[config.mk]
export PLATFORM = sky130hd
export DESIGN_NAME = masked_byte_pattern_scanner_unit
export DESIGN_NICKNAME = d
export VERILOG_FILES = /design/src/rtl/mbps_pkg.sv /design/src/rtl/mbps_cell.sv /design/src/rtl/mbps_result.sv /design/src/rtl/masked_byte_pattern_scanner_unit.sv
export SDC_FILE = /design/constraint.sdc
export NUM_CORES = 2
export LEC_CHECK = 0
export ABC_AREA = 1
export BUFFER_PORTS_ARGS = -buffer_cell sky130_fd_sc_hd__buf_2
export CAP_MARGIN = 20
export CORE_MARGIN = 4
export CORE_UTILIZATION = 50
export CTS_BUF_LIST = sky130_fd_sc_hd__clkbuf_4 sky130_fd_sc_hd__clkbuf_8 sky130_fd_sc_hd__clkbuf_16
export DETAILED_ROUTE_END_ITERATION = 8
export PLACE_DENSITY = 0.68
export SKIP_LAST_GASP = 1
export SYNTH_ARGS = -nofsm -noshare
export SYNTH_HDL_FRONTEND = slang
export SYNTH_SLANG_ARGS = --single-unit
[constraint.sdc]
create_clock -name clk -period 5.9 [get_ports clk]
set_input_delay 0.885 -clock clk [delete_from_list [all_inputs] [get_ports clk]]
set_output_delay 0.885 -clock clk [all_outputs]
set_load 0.02 [all_outputs]
[src/rtl/mbps_pkg.sv]
package mbps_pkg;

	localparam int MBPS_MAX_PATTERN = 64;

	// signature byte that matches any region byte
	localparam logic [7:0] MBPS_WILDCARD = 8'h00;

	typedef enum logic [1:0] {
		REQ_LOAD    = 2'd0,
		REQ_SCAN    = 2'd1,
		REQ_RESTART = 2'd2
	} req_t;

	typedef enum logic [1:0] {
		REG_PATTERN_LENGTH = 2'd0,
		REG_OFFSET_MODE    = 2'd1,
		REG_FIXED_OFFSET   = 2'd2,
		REG_REGION_START   = 2'd3
	} reg_index_t;

	// broadcast to every cell of the row
	typedef struct packed {
		logic       shift;
		logic       rot_up;
		logic       rot_dn;
		logic [7:0] data;
	} cell_ctrl_t;

	typedef struct packed {
		logic hit;
		logic wild;
	} cell_stat_t;

endpackage

[src/rtl/mbps_cell.sv]
module mbps_cell (
	input  logic                   clk,
	input  logic                   arst_n,
	input  mbps_pkg::cell_ctrl_t   ctrl,
	input  logic                   active,
	input  logic                   load_en,
	input  logic [7:0]             win_prev,
	input  logic [7:0]             pat_lo,
	input  logic [7:0]             pat_hi,
	output logic [7:0]             win,
	output logic [7:0]             pat,
	output mbps_pkg::cell_stat_t   stat
);
	import mbps_pkg::*;

	logic [7:0] win_q;
	logic [7:0] pat_q;

	// window byte, moves one cell up per scanned byte
	always_ff @(posedge clk or negedge arst_n) begin
		if (!arst_n) begin
			win_q <= '0;
		end else if (ctrl.shift) begin
			win_q <= win_prev;
		end
	end

	// signature byte, rotates around the ring on a length change
	always_ff @(posedge clk) begin
		if (load_en) begin
			pat_q <= ctrl.data;
		end else if (ctrl.rot_up) begin
			pat_q <= pat_lo;
		end else if (ctrl.rot_dn) begin
			pat_q <= pat_hi;
		end
	end

	// compare against the byte that lands here on this beat
	assign stat.hit  = !active || (pat_q == MBPS_WILDCARD) || (pat_q == win_prev);
	assign stat.wild = active && (pat_q == MBPS_WILDCARD);
	assign win       = win_q;
	assign pat       = pat_q;

endmodule

[src/rtl/mbps_result.sv]
module mbps_result #(
	parameter int LW = 7
) (
	input  logic          clk,
	input  logic          arst_n,
	input  logic          push,
	input  logic          push_found,
	input  logic [31:0]   push_pos,
	input  logic [LW-1:0] push_len,
	input  logic [15:0]   push_off,
	input  logic [31:0]   region_start,
	input  logic          out_stall,
	output logic          ready,
	output logic          out_valid,
	output logic          found,
	output logic [31:0]   match_address
);

	logic          valid_s1;
	logic          found_s1;
	logic [31:0]   pos_s1;
	logic [LW-1:0] len_s1;
	logic [15:0]   off_s1;
	logic          valid_q;
	logic          found_q;
	logic [31:0]   addr_q;
	logic          out_ready;
	logic          move;
	logic [31:0]   addr_d;

	assign out_ready = !valid_q || !out_stall;
	assign move      = valid_s1 && out_ready;
	assign ready     = !valid_s1 || out_ready;

	// start + (position - length) + offset, wraps mod 2^32
	assign addr_d = found_s1 ? (region_start + (pos_s1 - 32'(len_s1)) + 32'(off_s1)) : 32'd0;

	always_ff @(posedge clk or negedge arst_n) begin
		if (!arst_n) begin
			valid_s1 <= 1'b0;
			valid_q  <= 1'b0;
		end else begin
			if (push) begin
				valid_s1 <= 1'b1;
			end else if (move) begin
				valid_s1 <= 1'b0;
			end
			if (move) begin
				valid_q <= 1'b1;
			end else if (out_ready) begin
				valid_q <= 1'b0;
			end
		end
	end

	always_ff @(posedge clk) begin
		if (push) begin
			found_s1 <= push_found;
			pos_s1   <= push_pos;
			len_s1   <= push_len;
			off_s1   <= push_off;
		end
		if (move) begin
			found_q <= found_s1;
			addr_q  <= addr_d;
		end
	end

	assign out_valid     = valid_q;
	assign found         = found_q;
	assign match_address = addr_q;

endmodule

[src/rtl/masked_byte_pattern_scanner_unit.sv]
// channel   direction  handshake            payload
// in        to block   in_valid / in_stall  req_type, pattern_index, data_byte, last
// out       from block out_valid / out_stall found, match_address
// cfg       to block   cfg_we               cfg_index, cfg_wdata
//
// one input beat per cycle while in_stall is low; a result passes both result stages to out
// the row of cells compares the whole window in the beat's cycle, so scan bytes
// stream at one per cycle while in_stall is low, with no dependence between them
// a pattern_length write rotates the signature ring one cell per cycle until it is
// aligned to the new length, with in_stall high meanwhile
// reset clears control, window and position; signature bytes are undefined until loaded
// in_stall also rises when a result waits in both result stages and out_stall is high
module masked_byte_pattern_scanner_unit #(
	parameter int MAX_PATTERN = mbps_pkg::MBPS_MAX_PATTERN
) (
	input  logic        clk,
	input  logic        arst_n,
	input  logic        in_valid,
	output logic        in_stall,
	input  logic [1:0]  req_type,
	input  logic [5:0]  pattern_index,
	input  logic [7:0]  data_byte,
	input  logic        last,
	output logic        out_valid,
	input  logic        out_stall,
	output logic        found,
	output logic [31:0] match_address,
	input  logic        cfg_we,
	input  logic [1:0]  cfg_index,
	input  logic [31:0] cfg_wdata
);
	import mbps_pkg::*;

	localparam int LW = $clog2(MAX_PATTERN + 1);
	localparam int IW = (MAX_PATTERN > 1) ? $clog2(MAX_PATTERN) : 1;

	// configuration
	logic [LW-1:0] len_q;      // effective signature length
	logic [LW-1:0] al_q;       // length the ring is currently aligned to
	logic          mode_q;
	logic [15:0]   fixed_q;
	logic [31:0]   start_q;

	// scan state
	logic [31:0]   pos_q;
	logic          done_q;

	logic [6:0]    cfg_len;
	logic [LW-1:0] eff_len;
	logic          busy;
	logic          accept;
	logic          res_ready;
	req_t          req;
	logic          scan_acc;
	logic          load_acc;
	logic          idx_ok;
	int            slot_i;
	logic [IW-1:0] load_slot;
	logic [31:0]   pos_new;
	logic          all_hit;
	logic          hit;
	logic          push;
	logic          any_wild;
	logic [IW-1:0] wild_j;
	logic [15:0]   off_wild;
	logic [15:0]   off_sel;

	cell_ctrl_t                  ctrl;
	cell_stat_t                  stat   [MAX_PATTERN];
	logic [7:0]                  win    [MAX_PATTERN];
	logic [7:0]                  pat    [MAX_PATTERN];
	logic [MAX_PATTERN-1:0]      hits;
	logic [MAX_PATTERN-1:0]      wilds;

	// ---------------------------------------------------------------
	// configuration writes
	// ---------------------------------------------------------------
	assign cfg_len = cfg_wdata[6:0];

	// length zero acts as one, above the store saturates
	always_comb begin
		if (cfg_len == 7'd0) begin
			eff_len = LW'(1);
		end else if (32'(cfg_len) > 32'(MAX_PATTERN)) begin
			eff_len = LW'(MAX_PATTERN);
		end else begin
			eff_len = LW'(cfg_len);
		end
	end

	always_ff @(posedge clk or negedge arst_n) begin
		if (!arst_n) begin
			len_q   <= LW'(1);
			mode_q  <= 1'b0;
			fixed_q <= '0;
			start_q <= '0;
		end else if (cfg_we) begin
			case (reg_index_t'(cfg_index))
				REG_PATTERN_LENGTH: len_q   <= eff_len;
				REG_OFFSET_MODE:    mode_q  <= cfg_wdata[0];
				REG_FIXED_OFFSET:   fixed_q <= cfg_wdata[15:0];
				REG_REGION_START:   start_q <= cfg_wdata;
				default: ;
			endcase
		end
	end

	// ---------------------------------------------------------------
	// signature ring alignment
	// cell j holds signature byte (len - 1 - j) mod MAX_PATTERN, so the
	// window byte j beats old lines up with its signature byte in place;
	// a length change walks the ring one step per cycle
	// ---------------------------------------------------------------
	assign busy = (al_q != len_q);

	always_ff @(posedge clk or negedge arst_n) begin
		if (!arst_n) begin
			al_q <= LW'(1);
		end else if (busy) begin
			if (len_q > al_q) begin
				al_q <= al_q + LW'(1);
			end else begin
				al_q <= al_q - LW'(1);
			end
		end
	end

	// ---------------------------------------------------------------
	// input handshake and request decode
	// ---------------------------------------------------------------
	assign in_stall = busy || !res_ready;
	assign accept   = in_valid && !in_stall;
	assign req      = req_t'(req_type);
	assign scan_acc = accept && (req == REQ_SCAN) && !done_q;
	assign load_acc = accept && (req == REQ_LOAD);

	// loads beyond the store are dropped
	assign idx_ok = 32'(pattern_index) < 32'(MAX_PATTERN);

	// ring slot of the loaded signature byte
	always_comb begin
		slot_i = int'(len_q) - 1 - int'(pattern_index);
		if (slot_i < 0) begin
			slot_i = slot_i + MAX_PATTERN;
		end
		load_slot = IW'(slot_i);
	end

	assign ctrl.shift  = scan_acc;
	assign ctrl.rot_up = busy && (len_q > al_q);
	assign ctrl.rot_dn = busy && (len_q < al_q);
	assign ctrl.data   = data_byte;

	// ---------------------------------------------------------------
	// row of cells
	// ---------------------------------------------------------------
	for (genvar j = 0; j < MAX_PATTERN; j++) begin : g_cell
		logic [7:0] prev_byte;
		logic       cell_load;
		logic       cell_active;

		if (j == 0) begin : g_head
			assign prev_byte = data_byte;
		end else begin : g_body
			assign prev_byte = win[j-1];
		end

		assign cell_load   = load_acc && idx_ok && (load_slot == IW'(j));
		assign cell_active = 32'(len_q) > 32'(j);

		mbps_cell u_cell (
			.clk      (clk),
			.arst_n   (arst_n),
			.ctrl     (ctrl),
			.active   (cell_active),
			.load_en  (cell_load),
			.win_prev (prev_byte),
			.pat_lo   (pat[(j + MAX_PATTERN - 1) % MAX_PATTERN]),
			.pat_hi   (pat[(j + 1) % MAX_PATTERN]),
			.win      (win[j]),
			.pat      (pat[j]),
			.stat     (stat[j])
		);

		assign hits[j]  = stat[j].hit;
		assign wilds[j] = stat[j].wild;
	end

	// ---------------------------------------------------------------
	// match decision
	// ---------------------------------------------------------------
	assign pos_new = pos_q + 32'd1;
	assign all_hit = &hits;
	// the match must lie wholly inside the region
	assign hit     = all_hit && (pos_new >= 32'(len_q));
	assign push    = scan_acc && (hit || last);

	// first wildcard in signature order sits in the highest active ring slot
	always_comb begin
		any_wild = 1'b0;
		wild_j   = '0;
		for (int j = 0; j < MAX_PATTERN; j++) begin
			if (wilds[j]) begin
				any_wild = 1'b1;
				wild_j   = IW'(j);
			end
		end
	end

	assign off_wild = any_wild ? (16'(len_q) - 16'(wild_j) - 16'd1) : 16'(len_q);
	assign off_sel  = mode_q ? off_wild : fixed_q;

	// position and matched flag; a miss on the last byte restarts the scan
	always_ff @(posedge clk or negedge arst_n) begin
		if (!arst_n) begin
			pos_q  <= '0;
			done_q <= 1'b0;
		end else if (accept) begin
			case (req)
				REQ_RESTART: begin
					pos_q  <= '0;
					done_q <= 1'b0;
				end
				REQ_SCAN: begin
					if (!done_q) begin
						if (hit) begin
							pos_q  <= pos_new;
							done_q <= 1'b1;
						end else if (last) begin
							pos_q <= '0;
						end else begin
							pos_q <= pos_new;
						end
					end
				end
				default: ;
			endcase
		end
	end

	// ---------------------------------------------------------------
	// result stages: address add, then output register
	// ---------------------------------------------------------------
	mbps_result #(
		.LW (LW)
	) u_result (
		.clk           (clk),
		.arst_n        (arst_n),
		.push          (push),
		.push_found    (hit),
		.push_pos      (pos_new),
		.push_len      (len_q),
		.push_off      (off_sel),
		.region_start  (start_q),
		.out_stall     (out_stall),
		.ready         (res_ready),
		.out_valid     (out_valid),
		.found         (found),
		.match_address (match_address)
	);

	// ---------------------------------------------------------------
	// checks
	// ---------------------------------------------------------------
	a_miss_zero: assert property (@(posedge clk) disable iff (!arst_n)
		out_valid && !found |-> match_address == 32'd0)
		else $error("miss result carries a nonzero address");

	a_rotate_stall: assert property (@(posedge clk) disable iff (!arst_n)
		busy |-> in_stall)
		else $error("beat accepted while the signature ring is rotating");

	a_match_sticks: assert property (@(posedge clk) disable iff (!arst_n)
		scan_acc && hit |=> done_q)
		else $error("match did not set the matched flag");

	a_restart_clears: assert property (@(posedge clk) disable iff (!arst_n)
		accept && (req == REQ_RESTART) |=> !done_q && (pos_q == 32'd0))
		else $error("restart left scan state behind");

endmodule
==> reports/metrics.yaml <==
pin_count: 91
endpoint_kind: "flop"
p_leak_uw: 0.0335
drc_errors: 0
syn_area_um2: 66500
dp.cells: 9650
yosysMostFrequentCell: "nand2_1"
path_class: "reg -> reg"
maxSlewViolCount: 0
met1_usage_pct: 42.3
ys_seq_area_share_pct: 49.8
ff2ff_path_depth: 39
cpMostUsedCell: "nor2_1"
failed_checks: "negative setup slack"
async_flop_share_pct: 50.0
power_density_nw_per_um2: 445
ff2ff_setup_slack_ns: -0.08
avgSynthCellArea_um2: 8.49
grt_use_met2_pct: 48.3
drt_iter0_drc: 7058
fin_crit_ns: 5.98
htreeDepth: 4
worstPathMaxFanout: 5
clock_skew_ns: 0.0297
timing_hold_violations_final: 0
cap_violations: 0
vdd_drop_max_mv: 0.455
crit_slowest_cell: "dfstp_2"
grt_use_met3_pct: 5.36
relSlewSlack_pct: 26.1
critPathCapture: "u_result.off_s1[6]"
clock_path_buffers: 3
min-delay-path-class: "in -> async"
slowest_delay_ns: 0.55
coreArea_um2: 132000
yosys.area.top_type_share_pct: 27.1
required_ns: 6.41
grt_setup_unrepaired: "yes"
track_usage_pct: 30.7
grt_antenna_before_repair: 7
nNetsFinal: 8249
yosysTopAreaCell: "edfxtp_1"
die_w_um: 373
crit_start: "len_q[0]"
grt_pass1_wl_um: 335000
globalplace.congestion: 0.978
dp_slack_ns: -0.189
place_hpwl_um: 156000
dr.pass1.iters: 6
cts_sinks: 1203
grt_max_degree: 213
die_y_um: 373
synthCells: 7829
area_growth_pct: 14.0
cts_root_buf: "clkbuf_16"
max_freq_mhz: 167
ant_nets: 0
rr_endpoint: "u_result.off_s1[6]"
synth_warnings: 0
ys_types: 69
r2r_start: "len_q[0]"
initial_core_util_pct: 50.4
synth_fp_nets: 8021
via_per_inst: 5.91
synth_edf_count: 601
status: "complete, but fails checks"
rows: 133
dieArea_um2: 139000
wirelength_um: 219000
stdcell_count: 9930
fin_ws_ns: -0.0832
worst_slew_pin_slew_ns: 1.09
grt_pass1_vias: 56325
fin_crit_sh_pct: 101
wl_per_cell_um: 22.0
finalSetupViolCount: 11
cts_tree: "done"
gr-total-overflow: 0
drive_gt1_share_pct: 10.5
port_buffers: 90
cts_buffers: 138
clk_latency_ns: 0.80
yosys-top-cells-area: "edfxtp_1 (27%), dfrtp_1 (23%), nand2_1 (7.0%)"
synth_ff_type: "edfxtp_1"
tns_ns: -0.722
fill_cells: 11764
vias: 58664
clk_pin_slew_ns: 0.07
grt.busiest_layer: "met2"
critPathLaunchType: "flop"
ys_ff_latch: 1203
yosys-top-cells-count: "nand2_1 (1,232), inv_1 (1,122), nor2_1 (868), a21oi_1 (836), edfxtp_1 (601)"
hold_buffers: 0
arrival_ns: 6.49
==> flip-flops by register name, indices dropped and copies added, names as in the netlist <==
| signal | cells |
|---|---|
| done_q | 1 |
| u_result.valid_s1 | 1 |
| u_result.pos_s1 | 32 |
| g_cell.u_cell.win | 504 |
| u_result.len_s1 | 7 |
| u_result.off_s1 | 16 |
| u_result.found | 1 |
| fixed_q | 16 |
| pos_q | 32 |
| al_q | 7 |
| u_result.found_s1 | 1 |
| u_result.out_valid | 1 |
| u_result.match_address | 32 |
| g_cell.u_cell.pat | 512 |
| len_q | 7 |
| mode_q | 1 |
| start_q | 32 |
==> area by class of cell <==
type	instances	area [um^2]	share of cell area (%)
Antenna cell	2	5.00	0.00660
Clock buffer	212	4230	5.58
Clock inverter	44	544	0.718
Inverter	1153	4350	5.73
Multi-Input combinational cell	5074	27700	36.6
Sequential cell	1203	33100	43.7
Tap cell	1755	2200	2.90
Timing Repair Buffer	487	3660	4.83
==> worst min-delay path by stage <==
stage,start,endpoint,slack (ns),cells after the start
5_1_grt,arst_n,g_cell[60].u_cell.win[1],0.14,1
2_1_floorplan,u_result.valid_s1,u_result.out_valid,0.43,2
3_5_place_dp,start_q[13],start_q[13],0.47,2
4_1_cts,arst_n,g_cell[9].u_cell.win[6],0.1,1
3_3_place_gp,start_q[13],start_q[13],0.47,2
6_report,arst_n,g_cell[60].u_cell.win[1],0.1,1
==> per-stage QoR <==
stage / instance area [um^2] / hold WS [ns] / total power (uW) / utilization, %
after CTS: 75500 / 0.0966 / 33300 / 57.3
after global placement: 70700 / 0.467 / 24100 / 53.6
after floorplan: 66500 / 0.433 / 19600 / -
after global routing: 75800 / 0.142 / 35500 / 57.5
after detailed placement: 70700 / 0.474 / 24300 / 53.6
final: 75800 / 0.0979 / 33800 / 57.5
==> power by group <==
group	internal, uW	total (uW)	leakage, uW	switching, uW
Combinational	4720	12800	0.0169	8120
Clock	5340	8990	0.00240	3650
Sequential	10600	11900	0.0142	1300
Total	20700	33800	0.0335	13100
==> cell families after synthesis <==
kind of cell	count (synthesis)	share of synthesized area, %
simple gates	2643	16.8
compound gates	1993	17.6
buf+inv	1552	8.87
flops	1203	49.8
xor+xnor	292	3.85
fa+ha+maj	136	2.85
mux	10	0.169
==> timing repair <==
action / in CTS / in global routing
cloned: 0 / 0
hold endpoints to repair: 0 / 0
endpoints found under the setup margin: 12 / 17
resized for setup: 11 / 45
pin swaps: 1 / 26
buffers inserted: 1 / 7
==> metal layers <==
layer / wire length, um / share of wire, %
met2: 98700 / 45
met5: 27 / 0.012
met1: 89500 / 41
met4: 9690 / 4.4
met3: 20800 / 9.5
==> cells in the final DEF (no fill, tap or decap), types with 19 or more instances in the layout <==
cell type and count:
a211oi_1 382, a21oi_1 832, a311oi_1 90, a31oi_1 61
buf_2 98, buf_4 361, clkbuf_16 144, clkbuf_4 55
clkbuf_8 19, dfrtp_1 600, edfxtp_1 601, fa_1 25
ha_1 106, inv_1 1118, inv_2 24, nand2_1 1226
nand3_1 115, nand4_1 222, nor2_1 861, nor3_1 33
nor4_1 110, o21ai_0 477, o32ai_1 27, xnor2_1 208
xor2_1 83
==> critical path: cells and delay by family (launching register included) <==
kind	cells	cell delay, ns
AOI/OAI and AO/OA	18	2.68
and+or+nand+nor	15	1.49
buffers and inverters	4	0.56
DFF	1	0.55
adders and majority gates	1	0.23
xor gates and xnor gates	1	0.20
(Power assumes the default switching activity.)
